===== config.mk =====
export PLATFORM = sky130hd
export DESIGN_NAME = sophie_germain_prime_test_top
export DESIGN_NICKNAME = d
export VERILOG_FILES = /design/src/rtl/sgpt_pkg.sv /design/src/rtl/sgpt_mod.sv /design/src/rtl/sophie_germain_prime_test_top.sv
export SDC_FILE = /design/constraint.sdc
export NUM_CORES = 1
export LEC_CHECK = 0
export ABC_CLOCK_PERIOD_IN_PS = 13000
export BUFFER_PORTS_ARGS = -buffer_cell sky130_fd_sc_hd__buf_2
export CORE_UTILIZATION = 35
export CTS_CLUSTER_DIAMETER = 30
export DETAILED_ROUTE_END_ITERATION = 6
export PLACE_DENSITY_LB_ADDON = 0.05
export SLEW_MARGIN = 20
export SYNTH_ARGS = -nofsm -noshare
export SYNTH_HDL_FRONTEND = slang
export SYNTH_HIERARCHICAL = 1
export SYNTH_SLANG_ARGS = --single-unit

===== constraint.sdc =====
create_clock -name clk_i -period 13 [get_ports clk_i]
set_input_delay 2.6 -clock clk_i [delete_from_list [all_inputs] [get_ports clk_i]]
set_output_delay 2.6 -clock clk_i [all_outputs]
set_load 0.03 [all_outputs]

===== src/rtl/sgpt_pkg.sv =====
// ----------------------------------------------------------------------------
// sgpt_pkg: shared constants and types
// Widths of the candidate, its partner 2n+1, the trial divisor and the
// divisor square, plus the control and status words of the modulo unit.
// ----------------------------------------------------------------------------
package sgpt_pkg;

  localparam int NUMBER_BITS  = 31;
  localparam int PARTNER_BITS = NUMBER_BITS + 1;
  // trial divisor stays below sqrt(2^PARTNER_BITS) + 2
  localparam int DIV_BITS     = PARTNER_BITS / 2 + 1;
  // (d + 2)^2 for the largest divisor still fits here
  localparam int SQ_BITS      = PARTNER_BITS + 2;
  localparam int CNT_BITS     = $clog2(PARTNER_BITS + 1);

  typedef struct packed {
    logic start;
  } sgpt_mod_ctl_t;

  typedef struct packed {
    logic busy;
    logic done;
    logic rem_zero;
  } sgpt_mod_st_t;

endpackage


===== src/rtl/sgpt_mod.sv =====
// ----------------------------------------------------------------------------
// sgpt_mod: bit-serial remainder unit
// Restoring division of a PARTNER_BITS-wide dividend by a DIV_BITS-wide
// divisor, one quotient bit per cycle; reports whether the remainder is zero.
// ----------------------------------------------------------------------------
module sgpt_mod import sgpt_pkg::*; (
  input  logic                    clk_i,
  input  logic                    rst_ni,
  input  sgpt_mod_ctl_t           ctl_i,
  input  logic [PARTNER_BITS-1:0] dividend_i,
  input  logic [DIV_BITS-1:0]     divisor_i,
  output sgpt_mod_st_t            st_o
);

  logic [PARTNER_BITS-1:0] dvd_q, dvd_d;
  logic [DIV_BITS:0]       rem_q, rem_d;
  logic [CNT_BITS-1:0]     cnt_q, cnt_d;
  logic                    busy_q, busy_d;
  logic                    done_q, done_d;
  logic [DIV_BITS:0]       trial;

  // shift in the next dividend bit; divisor must hold while busy
  assign trial = {rem_q[DIV_BITS-1:0], dvd_q[PARTNER_BITS-1]};

  always_comb begin
    dvd_d  = dvd_q;
    rem_d  = rem_q;
    cnt_d  = cnt_q;
    busy_d = busy_q;
    done_d = 1'b0;
    if (ctl_i.start) begin
      dvd_d  = dividend_i;
      rem_d  = '0;
      cnt_d  = CNT_BITS'(PARTNER_BITS);
      busy_d = 1'b1;
    end else if (busy_q) begin
      dvd_d = {dvd_q[PARTNER_BITS-2:0], 1'b0};
      if (trial >= {1'b0, divisor_i}) begin
        rem_d = trial - {1'b0, divisor_i};
      end else begin
        rem_d = trial;
      end
      cnt_d = cnt_q - 1'b1;
      if (cnt_q == CNT_BITS'(1)) begin
        busy_d = 1'b0;
        done_d = 1'b1;
      end
    end
  end

  always_ff @(posedge clk_i or negedge rst_ni) begin
    if (!rst_ni) begin
      busy_q <= 1'b0;
      done_q <= 1'b0;
      cnt_q  <= '0;
    end else begin
      busy_q <= busy_d;
      done_q <= done_d;
      cnt_q  <= cnt_d;
    end
  end

  always_ff @(posedge clk_i) begin
    dvd_q <= dvd_d;
    rem_q <= rem_d;
  end

  assign st_o.busy     = busy_q;
  assign st_o.done     = done_q;
  assign st_o.rem_zero = (rem_q == '0);

endmodule


===== src/rtl/sophie_germain_prime_test_top.sv =====
// ----------------------------------------------------------------------------
// sophie_germain_prime_test_top: Sophie Germain test by trial division
//
//   channel  valid        stall        payload
//   in       in_valid_i   in_stall_o   number_i
//   out      out_valid_o  out_stall_i  invalid_o, partner_o, number_is_prime_o,
//                                      partner_is_prime_o, is_sophie_germain_o
//
// Tests n, then 2n+1, by odd trial divisors while d*d <= value. Each trial
// is a square compare in the check state, then a remainder in the shared
// bit-serial remainder unit. A zero word skips the tests, n of 1 or 2 needs
// no remainder, and n near 2^31 with n and 2n+1 both prime needs about
// 23170 + 32767 trials.
// Reset clears the sequencer and the output valid; nothing else needs it.
// in_stall_o stays high while a word is in work; a stalled result holds in the
// output register, a new result waits in the done state until it has moved on,
// and the next word is taken once the new result is in the output register.
// ----------------------------------------------------------------------------
module sophie_germain_prime_test_top import sgpt_pkg::*; (
  input  logic                    clk_i,
  input  logic                    rst_ni,
  input  logic                    in_valid_i,
  output logic                    in_stall_o,
  input  logic [NUMBER_BITS-1:0]  number_i,
  output logic                    out_valid_o,
  input  logic                    out_stall_i,
  output logic                    invalid_o,
  output logic [PARTNER_BITS-1:0] partner_o,
  output logic                    number_is_prime_o,
  output logic                    partner_is_prime_o,
  output logic                    is_sophie_germain_o
);

  typedef enum logic [5:0] {
    S_IDLE  = 6'b000001,
    S_START = 6'b000010,
    S_CHECK = 6'b000100,
    S_MOD   = 6'b001000,
    S_NEXT  = 6'b010000,
    S_DONE  = 6'b100000
  } state_e;

  state_e                  state_q, state_d;
  logic [PARTNER_BITS-1:0] v_q, v_d;
  logic [PARTNER_BITS-1:0] partner_q, partner_d;
  logic [DIV_BITS-1:0]     d_q, d_d;
  logic [SQ_BITS-1:0]      sq_q, sq_d;
  logic                    phase_q, phase_d;
  logic                    flag_q, flag_d;
  logic                    np_q, np_d;
  logic                    pp_q, pp_d;
  logic                    inv_q, inv_d;
  logic                    out_valid_q, out_valid_d;
  logic                    in_acc;
  logic                    out_free;
  sgpt_mod_ctl_t           mod_ctl;
  sgpt_mod_st_t            mod_st;

  assign in_stall_o = (state_q != S_IDLE);
  assign in_acc     = in_valid_i && !in_stall_o;
  assign out_free   = !out_valid_q || !out_stall_i;

  sgpt_mod u_mod (
    .clk_i      (clk_i),
    .rst_ni     (rst_ni),
    .ctl_i      (mod_ctl),
    .dividend_i (v_q),
    .divisor_i  (d_q),
    .st_o       (mod_st)
  );

  always_comb begin
    state_d     = state_q;
    v_d         = v_q;
    partner_d   = partner_q;
    d_d         = d_q;
    sq_d        = sq_q;
    phase_d     = phase_q;
    flag_d      = flag_q;
    np_d        = np_q;
    pp_d        = pp_q;
    inv_d       = inv_q;
    out_valid_d = out_valid_q && out_stall_i;
    mod_ctl     = '0;

    case (state_q)
      S_IDLE: begin
        if (in_acc) begin
          v_d       = {1'b0, number_i};
          partner_d = {number_i, 1'b1};
          phase_d   = 1'b0;
          np_d      = 1'b0;
          pp_d      = 1'b0;
          if (number_i == '0) begin
            inv_d     = 1'b1;
            partner_d = '0;
            state_d   = S_DONE;
          end else begin
            inv_d   = 1'b0;
            state_d = S_START;
          end
        end
      end
      S_START: begin
        d_d  = DIV_BITS'(3);
        sq_d = SQ_BITS'(9);
        if (v_q[PARTNER_BITS-1:1] == '0) begin
          flag_d  = 1'b0;
          state_d = S_NEXT;
        end else if (v_q == PARTNER_BITS'(2)) begin
          flag_d  = 1'b1;
          state_d = S_NEXT;
        end else if (!v_q[0]) begin
          flag_d  = 1'b0;
          state_d = S_NEXT;
        end else begin
          state_d = S_CHECK;
        end
      end
      S_CHECK: begin
        if (sq_q > {2'b00, v_q}) begin
          flag_d  = 1'b1;
          state_d = S_NEXT;
        end else begin
          mod_ctl.start = 1'b1;
          state_d       = S_MOD;
        end
      end
      S_MOD: begin
        if (mod_st.done) begin
          if (mod_st.rem_zero) begin
            flag_d  = 1'b0;
            state_d = S_NEXT;
          end else begin
            // (d+2)^2 = d^2 + 4d + 4
            d_d     = d_q + DIV_BITS'(2);
            sq_d    = sq_q + {{(SQ_BITS-DIV_BITS-2){1'b0}}, d_q, 2'b00} + SQ_BITS'(4);
            state_d = S_CHECK;
          end
        end
      end
      S_NEXT: begin
        if (!phase_q) begin
          np_d    = flag_q;
          v_d     = partner_q;
          phase_d = 1'b1;
          state_d = S_START;
        end else begin
          pp_d    = flag_q;
          state_d = S_DONE;
        end
      end
      S_DONE: begin
        if (out_free) begin
          out_valid_d = 1'b1;
          state_d     = S_IDLE;
        end
      end
      default: begin
        state_d = S_IDLE;
      end
    endcase
  end

  always_ff @(posedge clk_i or negedge rst_ni) begin
    if (!rst_ni) begin
      state_q     <= S_IDLE;
      out_valid_q <= 1'b0;
    end else begin
      state_q     <= state_d;
      out_valid_q <= out_valid_d;
    end
  end

  always_ff @(posedge clk_i) begin
    v_q       <= v_d;
    partner_q <= partner_d;
    d_q       <= d_d;
    sq_q      <= sq_d;
    phase_q   <= phase_d;
    flag_q    <= flag_d;
    np_q      <= np_d;
    pp_q      <= pp_d;
    inv_q     <= inv_d;
  end

  // output word register: load on the move out of the done state
  logic                    res_inv_q;
  logic [PARTNER_BITS-1:0] res_partner_q;
  logic                    res_np_q;
  logic                    res_pp_q;

  always_ff @(posedge clk_i) begin
    if (state_q == S_DONE && out_free) begin
      res_inv_q     <= inv_q;
      res_partner_q <= partner_q;
      res_np_q      <= np_q;
      res_pp_q      <= pp_q;
    end
  end

  assign out_valid_o         = out_valid_q;
  assign invalid_o           = res_inv_q;
  assign partner_o           = res_partner_q;
  assign number_is_prime_o   = res_np_q;
  assign partner_is_prime_o  = res_pp_q;
  assign is_sophie_germain_o = res_np_q && res_pp_q;

  a_done_in_mod : assert property (@(posedge clk_i) disable iff (!rst_ni)
    mod_st.done |-> state_q == S_MOD)
    else $error("remainder done outside trial wait");

  a_odd_divisor : assert property (@(posedge clk_i) disable iff (!rst_ni)
    state_q == S_CHECK |-> d_q[0] && v_q[0])
    else $error("even divisor or even value in trial loop");

  a_invalid_clean : assert property (@(posedge clk_i) disable iff (!rst_ni)
    out_valid_o && invalid_o |-> partner_o == '0 && !number_is_prime_o
                                 && !partner_is_prime_o)
    else $error("invalid word carries flags or partner");

  a_accept_busy : assert property (@(posedge clk_i) disable iff (!rst_ni)
    in_acc |=> in_stall_o)
    else $error("input not stalled after accept");

endmodule


# ---- Word-level counts from Yosys, hierarchy flattened
# Index checks and enable logic that the tools add are counted.
dict set report op_classes {
  n_lt_le_gt_ge 2
  addsub 5
  mux 50
  n_eq_ne 18
  reduce_logical 22
}
# cell count
set op_table {}
lappend op_table {{$mux 32} 4}
lappend op_table {{$mux 34} 2}
lappend op_table {{$pmux 34 s2} 1}
lappend op_table {{$pmux 32 s2} 1}
lappend op_table {{$logic_not 31->1} 2}
lappend op_table {{$mux 6} 7}
lappend op_table {{$pmux 6 s6} 1}
lappend op_table {{$add 34x19->34} 1}
lappend op_table {{$add 34x3->34 const B} 1}
lappend op_table {{$gt 34x32->1} 1}
lappend op_table {{$mux 17} 2}
lappend op_table {{$pmux 17 s2} 1}
lappend op_table {{$eq 32x2->1 const B} 1}
lappend op_table {{$mux 5} 5}
lappend op_table {{$mux 1} 21}
lappend op_table {{$ge 18x17->1} 1}
lappend op_table {{$logic_not 18->1} 1}
lappend op_table {{$mux 18} 1}
lappend op_table {{$sub 18x17->18} 1}
lappend op_table {{$add 17x2->17 const B} 1}
lappend op_table {{$ne 2x2->1 const B} 7}
lappend op_table {{$eq 6x1->1 const B} 2}
lappend op_table {{$reduce_and 3->1} 4}
lappend op_table {{$eq 6x2->1 const B} 1}
lappend op_table {{other kinds (17)} 27}
dict set report word_totals {
  input_bits 35
  reg_bits 220
  wordCells 118
  output_inout_bits 38
}

# ---- Logic depth before layout (Yosys ltp)
# Gate-level depths: netlist of run 1.
dict set report logic_depth {
  word_depth 5
  ltp_mapped 14
  mapped_depth_nobuf 12
}

# ---- Cells and area by module
# The synthesis of run 1 kept the hierarchy.
# module instances seq_area_each_um2 area_each_um2 cells_each
set by_module_without_submodules {}
lappend by_module_without_submodules {sophie_germain_prime_test_top 1 4710.8 8209.1 735}
lappend by_module_without_submodules {sgpt_mod 1 1521.5 3746.1 385}

# ---- Worst setup path after synthesis of run 1
# No wires, ideal clock.
dict set report synth_path {
  path_type {register to register}
  startpoint {reg state_q[5]}
  endpoint {reg d_q[10], enable pin}
  path_stages_with_launch 4
  setup_slack_ns 7.951
  required_ns 12.478
  synth_period_minus_slack_ns 5.049
  n_path_buf 0
  arrival_time_ns 4.528
  setup_ns 0.522
  path_cell_list {dfrtp_1 > nor4_2 > nand3b_1 > o31ai_1}
}
dict set report synth_between {
  elab_chain_cells 3
  elab_cells_between_ends 6
  classes_between {eq/ne (4); reduce/logical (2)}
}
# element line_no
set synth_rtl {}
lappend synth_rtl {{from (decl)} sophie_germain_prime_test_top.sv:43} ;# state_e state_q, state_d;
lappend synth_rtl {{from (signal assigned)} sophie_germain_prime_test_top.sv:170} ;# state_q <= state_d;
lappend synth_rtl {{$eq 6x4->1 or $eq 6x2->1 (tied branches)} sophie_germain_prime_test_top.sv:86} ;# case (state_q)
lappend synth_rtl {{$ne 2x2->1 (no source line) (tied with other cells)} n/a}
lappend synth_rtl {{$reduce_and 3->1 (no source line) (*)} n/a}
lappend synth_rtl {{to (signal assigned)} sophie_germain_prime_test_top.sv:178} ;# d_q <= d_d;
lappend synth_rtl {{to (decl)} sophie_germain_prime_test_top.sv:46} ;# logic [DIV_BITS-1:0] d_q, d_d;
# Every way passes the cells marked *; elsewhere a longest branch is shown, timed or not.
# A chain may end at the register's enable or synchronous reset.

# ---- Worst setup path in the final report of run 1
dict set report layout_path {
  startpoint {reg state_q[2]}
  endpoint {out in_stall_o}
}
dict set report layout_between {
  elab_chain_cells 1
}
# element line_no
set layout_rtl {}
lappend layout_rtl {{$ne 6x1->1} sophie_germain_prime_test_top.sv:59} ;# assign in_stall_o = (state_q != S_IDLE);
lappend layout_rtl {{to (decl)} sophie_germain_prime_test_top.sv:23} ;# output logic in_stall_o,
# Every way passes these cells.

==> metrics, run 1 <==
most frequent cells in the layout=183 x edfxtp_1, 155 x nand2_1, 93 x nor2_1, 81 x ha_1, 72 x buf_2; max-slew violation count=0; Clk pwr share=0.421; Int Power=2.32 mW; buffers added on ports=72; ANT cells=0; total grt overflow=0; Critical Path End Type=output port; initial antenna violation count=0; final setup vio count=0; DR vias=around 8600; width of the die=187 um; leakage=a little under 6 nW; vias in the first global route=8619; core area=between 30000 and 40000 um2; Syn Area/Cell=between 10 and 15 um2; status=completed; slew margin rel.=0.324; CTS tree=built; Wirelength per Cell=between 15 and 20 um; sw frac=0.343; dpl cells=1581; CP arrival=about 2.0 ns; Root Buffer=clkbuf_16; Post-Syn Instances=roughly 1100; CP max FO=5; final non-filler cell total=between 1500 and 2000; TritonRoute pass-1 iters=5; Min-Delay Path Depth=0; chip height=187 um; Resize count post-CTS=0; GPL Wtd Cong=roughly 0.8; Total Nets Final=between 1000 and 1500; Mapped Area=between 10000 and 15000 um2; Site Rows=67; Worst VDD drop=110 uV; Post-CTS Setup Inserts=0; Final Hold Viols=0; worst hold path type=flop to flop; num ports=between 70 and 80; Clk Latency, worst-skew pair=about 0.61 ns; Worst Path Required=10.40 ns; final core utilization=0.440; Power per Cell Area=approximately 240 nW/um2; initial core utilization=0.356; TritonCTS Sinks=about 220; share of cells above drive strength 1=0.196; die footprint=~35000 um2; total power=about 3.5 mW; Synth Warn #=6; largest net degree at the start of global routing=between 50 and 60; Num CTS Buffers=60; clock period minus worst slack=4.55 ns; P_sw=between 1 and 1.5 mW; CTS Hold Bufs=0; Max Clock Freq=0.220 GHz; Worst Skew=slightly below 0.05 ns; depth of the worst register-to-register path=13; Syn Nets=1237; Final ANT Viol Nets=0; Final HPWL DP=between 20000 and 25000 um; Via density=~5.1; first-pass GRT wire length=~50000 um; commonest non-fill, non-tap cell in the layout=edfxtp_1; clock-pin slew on the worst setup and hold paths=~0.040 ns; routed wire length=slightly above 30000 um; Synth-to-Final Area Change=23.5%; clk buf depth=3; DR DRC count=0; Setup crit start kind=flop; RSZ-0062 raised after global routing=false; max-cap violations=0; Fillers=between 3000 and 4000; share of power burned in registers=0.303; fraction of the cycle the final worst path needs=0.350; CTS HTree Levels=2; Crit Path Category=flop to output port; GRT Total Usage=0.179; Slew @ Worst Pin=~1.0 ns; Setup TNS Final=0 ns; combinational power share=0.276; Starting DRT DRC Count=497
-- sequential cells by signal (all words and copies together) (netlist names), 6 cells and up --
name / count
partner_o: 32
partner_q: 32
u_mod/dvd_q: 32
v_q: 32
sq_q: 31
u_mod/rem_q: 18
d_q: 16
state_q: 6
u_mod/cnt_q: 6
-- power groups by stage --
stage	Combinational (mW)	Sequential (mW)	Clock (mW)
global route	1.10	1.09	1.55
floorplan	0.757	1.03	0
global placement	0.978	1.08	0
CTS	0.983	1.07	1.51
detailed placement	0.976	1.08	0
finish	0.975	1.07	1.49
-- layer usage --
metal	vias up	global-route usage	wire, um
li1	4249	-	-
met2	204	0.256	12900
met4	0	0.0653	606
met1	4112	0.265	15700
met5	-	0	0
met3	42	0.0365	1500
-- final timing paths --
kind	start	slack, ns	endpoint
min	pp_q	0.41	partner_is_prime_o
max in group asynchronous	rst_ni	10.78	state_q[0]
min reg2reg	pp_q	0.41	partner_is_prime_o
max reg2reg	v_q[4]	9.18	u_mod/rem_q[2]
max	state_q[2]	8.45	in_stall_o
min in group asynchronous	rst_ni	1.91	out_valid_o
-- critical path: stages (launching register included) --
cell and delay (ns):
dfrtp_1 0.41, nor4_1 0.36, and3b_1 0.31, inv_1 0.09, buf_2 0.18
-- stage by stage --
stage	cell area (um2)	hold WS, ns	setup WS [ns]
global route	14800	0.436	8.27
floorplan	11900	0.400	7.95
detailed placement	12700	0.407	8.87
global placement	12700	0.403	8.87
CTS	14800	0.418	8.42
finish	14800	0.415	8.45
-- cell type report --
class                           instances  area (um2)  area share
Clock buffer                           68        1540       0.104
Timing Repair Buffer                   81         428      0.0290
Inverter                               65         244      0.0165
Multi-Input combinational cell        771        5220       0.354
Clock inverter                         45         533      0.0361
Sequential cell                       216        6230       0.422
Tap cell                              448         561      0.0380
Note: power is estimated with default switching activity, not from simulation.
==> inputs of run 2 (changes only) <==
Settings changed: ABC_CLOCK_PERIOD_IN_PS 13000 to 4100.
Clock period 13 ns to 4.1 ns, I/O delays scaled along.
==> run 2 against run 1 <==
First-iteration DRC count fell by 25%. Cell count fell by 0.35%. Sequential power rose to 3.2 times the previous value. Power rose to 3.1 times the previous value. Critical path depth rose by 7. Sequential share of layout area rose by 0.43 points. Combinational power rose to 3.2 times the previous value. Routed wire length rose by 0.32%. Sequential cell count did not move. Via count fell by 0.28%. Non-clock buffer count rose by 2. Largest cell class unchanged. Largest power group unchanged.
==> metrics, run 2 (synthesis gave the netlist of run 1 again) <==
Int Power=roughly 7 mW; CTS HTree Levels=2; depth of the worst register-to-register path=11; TritonCTS Sinks=approximately 220; most frequent cells in the layout=183 x edfxtp_1, 155 x nand2_1, 93 x nor2_1, 81 x ha_1, 72 x buf_2; Slowest Stage Delay on Critical Path=about 0.80 ns; Root Buffer=clkbuf_16; sw frac=0.345; num ports=73; vias in the first global route=8886; DR vias=roughly 8600; share of power burned in registers=0.312; clock period minus worst slack=about 3.6 ns; cell breakdown of the critical path=inv_1 > ha_1 > a21o_1 > a21oi_1 > a21boi_0 > o311a_1 > a2111oi_0 > or2_2 > nor2_1 > inv_1 > buf_4; largest net degree at the start of global routing=48; max-cap violations=0; total power=10.8 mW; commonest non-fill, non-tap cell in the layout=edfxtp_1; Setup crit start kind=flop; CP max FO=32; reg2reg start=v_q[4]; Num CTS Buffers=57; WP depth=11; Worst Skew=0.0312 ns; DR DRC count=0; Critical Path End Type=flop; delay-heaviest family, CP=compound AO/OA/AOI/OAI gates; Crit Path Category=flop to flop; Starting DRT DRC Count=373; first-pass GRT wire length=approximately 50000 um; Max stage delay cell, worst path=a2111oi_0; status=completed; Final WS setup=just under 0.5 ns; Worst Path Required=around 4.3 ns; core area=33500 um2; Max Clock Freq=roughly 0.28 GHz; width of the die=roughly 190 um; routed wire length=slightly above 30000 um; CP arrival=around 3.8 ns; CTS Hold Bufs=0; ANT cells=0; Setup crit start=v_q[4]; worst hold slack=roughly 0.15 ns; Post-CTS Setup Inserts=0; max-slew violation count=0; Setup TNS Final=0 ns; Final Hold Viols=0; Synth-to-Final Area Change=22.3%; die footprint=around 35000 um2; clock-pin slew on the worst setup and hold paths=approximately 0.05 ns; clk buf depth=3; CTS tree=built; buffers added on ports=72; Buf/Inv on CP=3; Wirelength per Cell=roughly 18 um; chip height=~190 um; RSZ-0062 raised after global routing=false; Clk pwr share=0.400; cell mode on critical path=inv_1; initial core utilization=0.356; final setup vio count=0; Worst VDD drop=approximately 410 uV; P_sw=3.74 mW; Power per Cell Area=741 nW/um2; Site Rows=67; Total Nets Final=between 1000 and 1500; flop2flop setup slack=around 0.48 ns; combinational power share=0.288; Resize count post-CTS=0; total grt overflow=0; Worst Setup EP=u_mod/dvd_q[29]; share of cells above drive strength 1=0.183; Final HPWL DP=approximately 22000 um; pre-CTS setup slack=approximately 0.42 ns; slew margin rel.=0.359; TritonRoute pass-1 iters=4; Final ANT Viol Nets=0; Clk Latency, worst-skew pair=0.58 ns; Via density=approximately 5.1; fraction of the cycle the final worst path needs=0.882; GRT Total Usage=0.182; Reg-to-Reg End=u_mod/dvd_q[29]; worst hold path type=primary input to async pin; initial antenna violation count=0; leakage=just under 6 nW; GPL Wtd Cong=0.786; Slew @ Worst Pin=0.962 ns
run 2: how the worst min path moves through the flow:
stage               startpoint                 to  slack [ns]  cells past startpoint
detailed placement        np_q  number_is_prime_o        0.41                      0
floorplan                inv_q          invalid_o        0.40                      0
global route            rst_ni         state_q[3]        0.16                      1
global placement          np_q  number_is_prime_o        0.41                      0
CTS                     rst_ni         state_q[3]        0.13                      1
finish                  rst_ni         state_q[3]        0.15                      1
run 2: final cells by class:
class                           count  area (um2)
Inverter                           65         244
Sequential cell                   216        6230
Clock buffer                       77        1580
Fill cell                        3221       18900
Tap cell                          448         561
Timing Repair Buffer               83         443
Clock inverter                     28         327
Multi-Input combinational cell    771        5220
run 2: metal layers:
| metal | GRT usage | part of all wire | up-vias |
|---|---|---|---|
| li1 | - | - | 4234 |
| met1 | 0.264 | 0.50 | 4136 |
| met2 | 0.270 | 0.43 | 163 |
| met3 | 0.0378 | 0.042 | 50 |
| met4 | 0.0552 | 0.021 | 0 |
| met5 | 0 | 0 | - |
run 2: power by group through the flow:
stage / Clock, mW / Combinational, mW / Sequential [mW]
6_report: 4.33 / 3.12 / 3.38
4_1_cts: 4.42 / 3.14 / 3.39
2_1_floorplan: 0 / 2.40 / 3.25
5_1_grt: 4.54 / 3.53 / 3.45
3_5_place_dp: 0 / 3.12 / 3.42
3_3_place_gp: 0 / 3.13 / 3.42
run 2: worst reg2reg max path, delay by kind of cell (launching register included):
| family | cells | cell delay (ns) |
|---|---|---|
| AO/OA/AOI/OAI | 5 | 1.56 |
| buffers and inverters | 3 | 0.60 |
| AND/OR/NAND/NOR | 2 | 0.43 |
| flip-flops | 1 | 0.39 |
| adder cells (fa/ha/maj) | 1 | 0.24 |
run 2: stage by stage:
step                area (um2)  instances  utilization
finish                   14600       1688        0.436
floorplan                12000       1119            -
CTS                      14600       1688        0.436
global route             14600       1688        0.436
detailed placement       12700       1583        0.379
global placement         12700       1583        0.379
==> inputs of run 3 (changes only) <==
Settings changed: BUFFER_PORTS_ARGS -buffer_cell sky130_fd_sc_hd__buf_2 to -buffer_cell sky130_fd_sc_hd__clkbuf_2.
==> run 3 against run 2 <==
Cell count up 0.47%. Routed wire length rose by 0.23%. Clock-buffer cell count fell by 4. Maximum frequency shrank 0.64%. Global-route usage grew 0.14 points. Power increased by 2.5%.
==> metrics, run 3 (synthesis gave the netlist of run 1 again) <==
Buf/Inv on CP=3; CP max FO=32; die footprint=between 30000 and 40000 um2; initial core utilization=0.356; commonest non-fill, non-tap cell in the layout=edfxtp_1; buffers added on ports=about 70; post-route cell area=between 10000 and 15000 um2; Final ANT Viol Nets=0; slew margin rel.=0.378; GPL Wtd Cong=around 0.8; cell breakdown of the critical path=inv_1 > ha_1 > and4_1 > a21boi_0 > o311a_1 > a2111oi_0 > or2_2 > nor2_1 > inv_1 > buf_4; first-pass GRT wire length=roughly 51000 um; most frequent cells in the layout=183 x edfxtp_1, 155 x nand2_1, 93 x nor2_1, 81 x ha_1, 72 x clkbuf_2; initial antenna violation count=0; core area=between 30000 and 40000 um2; reg2reg start=v_q[8]; Power per Cell Area=between 700 and 800 nW/um2; width of the die=around 190 um; Num CTS Buffers=60; leakage=just under 6 nW; Slowest Stage Delay on Critical Path=0.81 ns; TritonCTS Sinks=approximately 220; largest net degree at the start of global routing=48; RSZ-0062 raised after global routing=false; CP arrival=3.88 ns; Starting DRT DRC Count=between 400 and 500; CTS Hold Bufs=0; Resize count post-CTS=0; Final HPWL DP=~22000 um; final setup vio count=0; DR DRC count=0; Slew @ Worst Pin=between 0.9 and 1 ns; fraction of the cycle the final worst path needs=0.887; Clk Latency, worst-skew pair=0.60 ns; total grt overflow=0; worst hold path type=primary input to async pin; num ports=73; Root Buffer=clkbuf_16; final non-filler cell total=1696; TritonRoute pass-1 iters=5; clk buf depth=3; chip height=roughly 190 um; max-slew violation count=0; dpl cells=1583; routed wire length=between 30000 and 40000 um; Via density=approximately 5.1; Setup crit start=v_q[8]; Wirelength per Cell=18.2 um; Setup TNS Final=0 ns; ANT cells=0; status=completed; Site Rows=67; Total Nets Final=roughly 1300; CTS HTree Levels=2; Worst Skew=~0.043 ns; Worst Path Required=around 4.3 ns; cell mode on critical path=inv_1; max-cap violations=0; Worst VDD drop=337 uV; worst hold slack=between 0.1 and 0.15 ns; Final Hold Viols=0; GRT Total Usage=0.183; Crit Path Category=flop to flop; share of cells above drive strength 1=0.194; clock period minus worst slack=between 3 and 4 ns; vias in the first global route=8881; Critical Path End Type=flop; Post-CTS Setup Inserts=0; Synth-to-Final Area Change=23.4%; final core utilization=0.440; Max Clock Freq=between 0.2 and 0.3 GHz; delay-heaviest family, CP=compound AO/OA/AOI/OAI gates; CTS tree=built; placed inst area=approximately 13000 um2; Setup crit start kind=flop; Max stage delay cell, worst path=a2111oi_0; DR vias=slightly below 9000; clock-pin slew on the worst setup and hold paths=0.05 ns
run 3: cell count changes in the layout (fill, tap and decap cells not counted), sizes merged:
cell and delta:
buf -72, clkbuf +68, clkinv +9, inv +4
clkinvlp -3, bufinv +2
run 3: final cells by class:
cell class / instances / area [um2]
repair buffers: 83 / 443
inverters: 65 / 244
multi-input cells: 771 / 5220
clock inverters: 40 / 460
fillers: 3236 / 18800
well taps: 448 / 561
flip-flops and latches: 216 / 6230
clock buffers: 73 / 1580
run 3: power breakdown:
part           total, mW  switching [mW]  internal (mW)
logic               3.11            1.97           1.14
registers           3.38           0.417           2.96
clock network       4.61            1.44           3.17
total               11.1            3.82           7.27
run 3: final timing paths:
path / endpoint / slack (ns) / cells past startpoint
setup / recovery: u_mod/dvd_q[30] / 0.46 / 10
hold / removal: state_q[3] / 0.13 / 1
setup reg to reg: u_mod/dvd_q[30] / 0.46 / 10
hold reg to reg: partner_is_prime_o / 0.42 / 0
max in group asynchronous: state_q[0] / 3.64 / 1
min in group clk_i: partner_is_prime_o / 0.42 / 0
run 3: stage by stage:
step	worst slack, ns	power (mW)
after detailed placement	0.421	6.53
after global placement	0.514	6.54
after floorplan	0.246	5.65
after global routing	0.134	11.8
final	0.461	11.1
after CTS	0.377	11.2
run 3: routing by layer:
layer / share of wire / GRT usage / vias to the layer above
li1: - / - / 4259
met2: 0.42 / 0.268 / 170
met5: 0 / 0 / -
met3: 0.048 / 0.0453 / 48
met1: 0.50 / 0.262 / 4175
met4: 0.023 / 0.0643 / 0
